--- src/rtl/core/fssd_pkg.sv ---
package fssd_pkg;

  typedef enum logic [1:0] {
    OP_INLET  = 2'd0,
    OP_OUTLET = 2'd1,
    OP_STEP   = 2'd2
  } opcode_e;

  typedef enum logic [2:0] {
    ST_INIT   = 3'd0,
    ST_FLOW   = 3'd1,
    ST_TRANS  = 3'd2,
    ST_STEADY = 3'd3,
    ST_DONE   = 3'd4
  } stage_e;

  // Configuration register indexes
  localparam logic [2:0] CFG_GAIN       = 3'd0;
  localparam logic [2:0] CFG_RATIO      = 3'd1;
  localparam logic [2:0] CFG_INIT_WAIT  = 3'd2;
  localparam logic [2:0] CFG_TRANS_WAIT = 3'd3;
  localparam logic [2:0] CFG_STEADY_WAIT = 3'd4;

  localparam int unsigned CfgIndexWidth = 3;
  localparam int unsigned CfgDataWidth  = 32;

  typedef struct packed {
    logic [1:0]  opcode;
    logic [31:0] rate_value;
    logic [31:0] time_now;
  } in_item_t;

  typedef struct packed {
    logic [2:0]  current_stage;
    logic        stage_changed;
    logic [31:0] smoothed_inflow;
    logic [31:0] smoothed_outflow;
  } out_item_t;

  typedef struct packed {
    stage_e next_stage;
    logic   changed;
  } stage_upd_t;

endpackage

--- src/rtl/core/fssd_stage.sv ---
module fssd_stage (
  input  fssd_pkg::stage_e     stage_i,
  input  logic                 first_done_i,
  input  logic [31:0]          time_now_i,
  input  logic [31:0]          entry_time_i,
  input  logic [31:0]          init_wait_i,
  input  logic [31:0]          trans_wait_i,
  input  logic [31:0]          steady_wait_i,
  input  logic                 flow_reached_i,
  output fssd_pkg::stage_upd_t upd_o
);
  import fssd_pkg::*;

  logic [31:0] entry_eff;
  logic [31:0] wait_sel;
  logic [31:0] elapsed;
  logic        waited;

  // The first step starts the init stage at its own time.
  assign entry_eff = first_done_i ? entry_time_i : time_now_i;
  assign elapsed   = time_now_i - entry_eff;
  // Time running backwards counts as no time elapsed.
  assign waited    = (time_now_i >= entry_eff) && (elapsed > wait_sel);

  always_comb begin
    case (stage_i)
      ST_INIT:   wait_sel = init_wait_i;
      ST_TRANS:  wait_sel = trans_wait_i;
      ST_STEADY: wait_sel = steady_wait_i;
      default:   wait_sel = '1;
    endcase
  end

  always_comb begin
    upd_o.next_stage = stage_i;
    case (stage_i)
      ST_INIT: begin
        if (waited) upd_o.next_stage = ST_FLOW;
      end
      ST_FLOW: begin
        if (flow_reached_i) upd_o.next_stage = ST_TRANS;
      end
      ST_TRANS: begin
        if (waited) upd_o.next_stage = ST_STEADY;
      end
      ST_STEADY: begin
        if (waited) upd_o.next_stage = ST_DONE;
      end
      default: upd_o.next_stage = stage_i;
    endcase
    upd_o.changed = (upd_o.next_stage != stage_i);
  end

endmodule

--- src/rtl/core/flow_steady_state_stage_detector_core.sv ---
// Flow steady-state stage detector.
// Input channel (in_valid_i / in_stall_o) carries inlet rate, outlet rate
// and end-of-step transactions. Rate transactions are taken one per cycle
// while the sequencer is idle and fold into saturating sums with no result.
// A step transaction runs a sequencer over one shared multiplier: two
// multiply passes per smoothed rate and one for the outflow/inflow ratio
// compare, the multiplier used once per cycle. Its result appears on
// out_valid_o after S_IN_A, S_IN_B, S_OUT_A, S_OUT_B, S_RATIO and S_FINISH,
// and the input stays stalled until the sequencer is back in idle.
// The result sits in an output register; when the receiver stalls, the
// sequencer holds in its last state until the register frees up, and the
// input stays stalled.
// Configuration is a write-only port (cfg_we_i, cfg_index_i, cfg_data_i),
// written by the user only while the block is idle, which is not enforced;
// unknown indexes are ignored. Reset clears sums, averages and the stage
// (init), loads the default gain and ratio, and empties the output channel.
module flow_steady_state_stage_detector_core #(
  parameter int unsigned FRACTION_BITS = 16
) (
  input  logic                                  clk_i,
  input  logic                                  rst_ni,
  input  logic                                  in_valid_i,
  output logic                                  in_stall_o,
  input  fssd_pkg::in_item_t                    in_data_i,
  output logic                                  out_valid_o,
  input  logic                                  out_stall_i,
  output fssd_pkg::out_item_t                   out_data_o,
  input  logic                                  cfg_we_i,
  input  logic [fssd_pkg::CfgIndexWidth-1:0]    cfg_index_i,
  input  logic [fssd_pkg::CfgDataWidth-1:0]     cfg_data_i
);
  import fssd_pkg::*;

  localparam int unsigned GW = FRACTION_BITS + 1;
  localparam int unsigned RW = FRACTION_BITS + 2;
  localparam int unsigned PW = 32 + RW;
  localparam logic [GW-1:0] One        = GW'(1) << FRACTION_BITS;
  localparam logic [GW-1:0] GainReset  = GW'(((1 << FRACTION_BITS) + 5) / 10);
  localparam logic [RW-1:0] RatioReset = RW'(1) << FRACTION_BITS;
  localparam logic [PW-1:0] Half       = PW'(1) << (FRACTION_BITS - 1);

  typedef enum logic [2:0] {
    S_IDLE,
    S_IN_A,
    S_IN_B,
    S_OUT_A,
    S_OUT_B,
    S_RATIO,
    S_FINISH
  } state_e;

  state_e      state_q;
  logic [GW-1:0] gain_q;
  logic [RW-1:0] ratio_q;
  logic [31:0] init_wait_q, trans_wait_q, steady_wait_q;
  logic [31:0] sum_in_q, sum_out_q;
  logic [31:0] avg_in_q, avg_out_q;
  logic [31:0] time_q, entry_q;
  stage_e      stage_q;
  logic        first_done_q;
  logic        out_valid_q;
  out_item_t   out_q;

  logic [PW-1:0] prod_q, prod_d, acc_q, acc_d;
  logic [31:0]   mul_a;
  logic [RW-1:0] mul_b;
  logic [GW-1:0] gain_eff, keep;
  logic [PW-1:0] avg_sum;
  logic [31:0]   new_avg;
  logic          flow_reached;
  logic [32:0]   rate_sum;
  logic [31:0]   rate_sat, rate_base;
  stage_upd_t    upd;

  // Gain saturates at one; the first step takes the raw sums.
  assign gain_eff = !first_done_q ? One : ((gain_q > One) ? One : gain_q);
  assign keep     = One - gain_eff;

  always_comb begin
    case (state_q)
      S_IN_A:  begin mul_a = avg_in_q;  mul_b = RW'(keep);     end
      S_IN_B:  begin mul_a = sum_in_q;  mul_b = RW'(gain_eff); end
      S_OUT_A: begin mul_a = avg_out_q; mul_b = RW'(keep);     end
      S_OUT_B: begin mul_a = sum_out_q; mul_b = RW'(gain_eff); end
      // Hold the ratio product while the result waits for the receiver.
      S_RATIO, S_FINISH: begin mul_a = avg_in_q;  mul_b = ratio_q; end
      default: begin mul_a = '0;        mul_b = '0;            end
    endcase
  end

  assign prod_d  = PW'(mul_a) * PW'(mul_b);
  assign acc_d   = ((state_q == S_IN_B) || (state_q == S_OUT_B)) ? prod_q + Half : acc_q;
  assign avg_sum = acc_q + prod_q;
  assign new_avg = avg_sum[FRACTION_BITS +: 32];

  assign flow_reached = PW'({avg_out_q, {FRACTION_BITS{1'b0}}}) >= prod_q;

  assign rate_base = (in_data_i.opcode == OP_INLET) ? sum_in_q : sum_out_q;
  assign rate_sum  = {1'b0, rate_base} + {1'b0, in_data_i.rate_value};
  assign rate_sat  = rate_sum[32] ? '1 : rate_sum[31:0];

  fssd_stage u_stage (
    .stage_i        (stage_q),
    .first_done_i   (first_done_q),
    .time_now_i     (time_q),
    .entry_time_i   (entry_q),
    .init_wait_i    (init_wait_q),
    .trans_wait_i   (trans_wait_q),
    .steady_wait_i  (steady_wait_q),
    .flow_reached_i (flow_reached),
    .upd_o          (upd)
  );

  always_ff @(posedge clk_i) begin
    prod_q <= prod_d;
    acc_q  <= acc_d;
  end

  always_ff @(posedge clk_i or negedge rst_ni) begin
    if (!rst_ni) begin
      gain_q        <= GainReset;
      ratio_q       <= RatioReset;
      init_wait_q   <= '0;
      trans_wait_q  <= '0;
      steady_wait_q <= '0;
    end else if (cfg_we_i) begin
      case (cfg_index_i)
        CFG_GAIN:        gain_q        <= cfg_data_i[GW-1:0];
        CFG_RATIO:       ratio_q       <= cfg_data_i[RW-1:0];
        CFG_INIT_WAIT:   init_wait_q   <= cfg_data_i[31:0];
        CFG_TRANS_WAIT:  trans_wait_q  <= cfg_data_i[31:0];
        CFG_STEADY_WAIT: steady_wait_q <= cfg_data_i[31:0];
        default: ;
      endcase
    end
  end

  // Set on a finished step, drop once the receiver takes the transaction.
  always_ff @(posedge clk_i or negedge rst_ni) begin
    if (!rst_ni) begin
      out_valid_q <= 1'b0;
    end else if ((state_q == S_FINISH) && (!out_valid_q || !out_stall_i)) begin
      out_valid_q <= 1'b1;
    end else if (out_valid_q && !out_stall_i) begin
      out_valid_q <= 1'b0;
    end
  end

  always_ff @(posedge clk_i or negedge rst_ni) begin
    if (!rst_ni) begin
      state_q      <= S_IDLE;
      sum_in_q     <= '0;
      sum_out_q    <= '0;
      avg_in_q     <= '0;
      avg_out_q    <= '0;
      time_q       <= '0;
      entry_q      <= '0;
      stage_q      <= ST_INIT;
      first_done_q <= 1'b0;
      out_q        <= '0;
    end else begin
      case (state_q)
        S_IDLE: begin
          if (in_valid_i) begin
            case (in_data_i.opcode)
              OP_INLET:  sum_in_q  <= rate_sat;
              OP_OUTLET: sum_out_q <= rate_sat;
              OP_STEP: begin
                time_q  <= in_data_i.time_now;
                state_q <= S_IN_A;
              end
              default: ;
            endcase
          end
        end
        S_IN_A:  state_q <= S_IN_B;
        S_IN_B:  state_q <= S_OUT_A;
        S_OUT_A: begin
          avg_in_q <= new_avg;
          state_q  <= S_OUT_B;
        end
        S_OUT_B: state_q <= S_RATIO;
        S_RATIO: begin
          avg_out_q <= new_avg;
          state_q   <= S_FINISH;
        end
        S_FINISH: begin
          // Hold until the output register is free.
          if (!out_valid_q || !out_stall_i) begin
            stage_q <= upd.next_stage;
            if (upd.changed || !first_done_q) entry_q <= time_q;
            first_done_q           <= 1'b1;
            sum_in_q               <= '0;
            sum_out_q              <= '0;
            out_q.current_stage    <= upd.next_stage;
            out_q.stage_changed    <= upd.changed;
            out_q.smoothed_inflow  <= avg_in_q;
            out_q.smoothed_outflow <= avg_out_q;
            state_q                <= S_IDLE;
          end
        end
        default: state_q <= S_IDLE;
      endcase
    end
  end

  assign in_stall_o  = (state_q != S_IDLE);
  assign out_valid_o = out_valid_q;
  assign out_data_o  = out_q;

endmodule

--- config.mk ---
export PLATFORM = sky130hd
export DESIGN_NAME = flow_steady_state_stage_detector_core
export DESIGN_NICKNAME = d
export VERILOG_FILES = /design/src/rtl/core/fssd_pkg.sv /design/src/rtl/core/fssd_stage.sv /design/src/rtl/core/flow_steady_state_stage_detector_core.sv
export SDC_FILE = /design/constraint.sdc
export NUM_CORES = 2
export LEC_CHECK = 0
export BUFFER_PORTS_ARGS = -buffer_cell sky130_fd_sc_hd__buf_2
export CAP_MARGIN = 20
export CORE_AREA = 2 2 321 323
export DETAILED_ROUTE_END_ITERATION = 16
export DIE_AREA = 0 0 323 325
export SLEW_MARGIN = 30
export SYNTH_ARGS = -nofsm -noshare
export SYNTH_HDL_FRONTEND = slang
export SYNTH_SLANG_ARGS = --single-unit
--- constraint.sdc ---
create_clock -name clk_i -period 11.6 [get_ports clk_i]
set_input_delay 2.32 -clock clk_i [delete_from_list [all_inputs] [get_ports clk_i]]
set_output_delay 2.32 -clock clk_i [all_outputs]
set_load 0.02 [all_outputs]
==> out/qor.txt <==
Root Buffer: clkbuf_16
grt total ovfl: 0
Area Growth Syn to Fin: 9.51%
clock period minus worst slack: 10.10 ns
leading post-synthesis cells by cell area: dfrtp_1, fa_1, ha_1, mux2_2, nand2_1
Final ANT Viol Nets: 0
routed vias/inst: 5.52
post-synth top area share: 0.214
Async S/R FF share, synth: 0.802
largest net degree at the start of global routing: 151
Sum Neg Setup Slack: 0 ns
RR Startpoint: gain_q[2]$_DFFE_PN0P_
Max Cap Viol: 0
RePlAce Congestion: 0.910
EDFF count, synth: 48
sequential share of the synthesized area: 0.272
Final HPWL DP: 100 mm
yosys warns: 0
Max Fclk: 99.0 MHz
DR iter-0 viols: 2748
Pre-antenna DRT Iters: 5
first-pass GRT wire length: 206 mm
Util after Layout: 0.491
Most used DFF post-synth: dfrtp_1
post-route cell area: 49800 µm²
hold depth: 0
Avg Inst Size Synth: 9.61 µm²
RSZ-0062 raised after global routing: false
final net count: 5717
Die Wd: 323 µm
Resized cells post-CTS: 0
Hold Path Origin: prod_q[2]$_DFF_P_
CTS buffer count: 49
slowest CP cell: or4b_2
final setup vio count: 0
fin crit share: 0.871
cell count after synthesis: 4728
GRT Overall Usage: 0.254
status: finished, final reports clean
Min-Delay Endpoint: acc_q[2]$_DFFE_PN_
critical path required time: 12.08 ns
Post-CTS Setup Bufs: 0
initial antenna violation count: 4
core area: 101000 µm²
Ports: 176
I/O Buffers: 175
r2r setup slk: 1.50 ns
Rel. slew slack: 0.309
Sink Count: 494
Synth cell types: 95
Cell Area, Synth: 45400 µm²
area leader, netlist: dfrtp_1
CP Max Fanout: 26
routed len/inst: 21.0 µm
Pins Over Slew Limit: 0
Reg clk slew, reported paths: 0.06 ns
Worst EP arrival: 10.58 ns
Setup Crit Path Kind: register to register
worst slew pin tran: 1.04 ns
reg2reg path depth: 33
Post-Synthesis Net Count: 5616
CP max stage delay: 0.60 ns
Filler cells: 9639
fraction of layout cells with a size suffix above 1: 0.154
Clock Latency Late Sink: 0.63 ns
# DRC: 0
Post-CTS Hold Buffers: 0
number of global-route vias before repair: 35.0k
Final Hold Fails: 0
chip height: 325 µm
via count: 34.5k
Critical Path Source Type: register
row count: 117
H-tree levels: 2
drt total wl: 131 mm
placed cell area: 48000 µm²
CTS tree: yes
HP Class: register to register
initial core utilization: 0.449
kind of end point of the critical path: register
Clock Skews: 0.0353 ns
clk buf depth: 3
#FFs+latches synth: 494
reg-to-reg endpoint: prod_q[41]$_DFF_P_
full die area: 105000 µm²
worst max-delay path: cells and delay by family (launching register included):
family / cells / cell delay [ns]
buffers and inverters: 6 / 0.71
AND/OR/NAND/NOR: 8 / 2.44
AO/OA/AOI/OAI: 11 / 2.72
flip-flops: 1 / 0.41
adder cells (fa/ha/maj): 8 / 3.64
synthesized netlist by cell type (95+ instances only):
library cell	n
nand2_1	641
inv_1	637
fa_1	482
dfrtp_1	388
mux2_2	320
nor2_1	314
ha_1	300
a21oi_1	207
o21ai_0	183
clkbuf_1	157
xnor2_1	110
a21o_1	95
sequential cells by signal, summed over array words and instances, names as in the netlist, 3 cells and up:
register	count
avg_out_q	32
time_q	32
acc_q	48
entry_q	32
gain_q	17
init_wait_q	32
avg_in_q	32
steady_wait_q	32
prod_q	50
ratio_q	18
state_q	3
sum_out_q	32
out_data_o	68
sum_in_q	32
trans_wait_q	32
routing by layer:
| layer | track usage | up-vias | wire length (µm) |
|---|---|---|---|
| met5 | 0 | - | 0 |
| met4 | 0.0681 | 0 | 3810 |
| met3 | 0.0356 | 178 | 8910 |
| met2 | 0.385 | 1085 | 57200 |
| met1 | 0.379 | 17383 | 61000 |
| li1 | - | 15816 | - |
cell families after synthesis:
family | Yosys count | synth area share
multiplexers | 387 | 0.0940
buffers and inverters | 851 | 0.0729
AND/OR/NAND/NOR | 1286 | 0.125
flip-flops | 494 | 0.272
AO/OA/AOI/OAI | 766 | 0.110
XOR/XNOR | 162 | 0.0312
adder cells (fa/ha/maj) | 782 | 0.295
worst max-delay path by stage:
stage,from,cells past startpoint,slack (ns),end
2_1_floorplan,gain_q[4]$_DFFE_PN1P_,37,2.54,prod_q[41]$_DFF_P_
3_3_place_gp,gain_q[2]$_DFFE_PN0P_,34,1.56,prod_q[41]$_DFF_P_
3_5_place_dp,gain_q[2]$_DFFE_PN0P_,34,1.64,prod_q[41]$_DFF_P_
4_1_cts,gain_q[2]$_DFFE_PN0P_,33,1.55,prod_q[41]$_DFF_P_
5_1_grt,gain_q[2]$_DFFE_PN0P_,33,0.92,prod_q[41]$_DFF_P_
6_report,gain_q[2]$_DFFE_PN0P_,33,1.50,prod_q[41]$_DFF_P_
stage by stage:
step | instances | worst slack, ns | hold WS [ns]
2_1_floorplan | 4728 | 2.54 | 0.431
3_3_place_gp | 6136 | 1.56 | 0.464
3_5_place_dp | 6144 | 1.64 | 0.448
4_1_cts | 6235 | 1.55 | 0.478
5_1_grt | 6238 | 0.918 | 0.504
6_report | 6238 | 1.50 | 0.482
placed cells by master, fill, tap and decap left out, types with 14 or more instances in the layout:
cell type and n:
a21o_1 95, nor2b_1 25, fa_1 482, a221oi_1 21
nor4_1 16, nand2b_1 23, dfxtp_1 50, dfrtp_1 385
edfxtp_1 48, nand4_1 27, a221o_1 28, nand3_1 48
o21ai_0 180, nand2_1 638, mux2i_1 67, a211oi_1 17
o21a_1 25, buf_2 179, ha_1 300, buf_4 78
or3_1 14, inv_1 636, xor2_1 52, nor3_1 28
a31oi_1 26, mux2_2 320, a21oi_1 207, xnor2_1 110
and2_1 77, a22oi_1 36, nor2_1 308, clkbuf_16 50
and3_1 15
final cells by class:
type | count | area [µm²] | area share
tap | 1368 | 1710 | 0.0344
multi-input combinational | 3383 | 30000 | 0.603
clock buffer | 71 | 1430 | 0.0287
antenna | 1 | 2.50 | 0.0000503
inverter | 638 | 2390 | 0.0481
timing repair buffer | 263 | 1580 | 0.0317
sequential | 494 | 12400 | 0.248
clock inverter | 20 | 288 | 0.00578
Power is left out: the tool's default activity adds up to more than one toggle a clock period on the data nets, which glitch-free logic cannot reach.
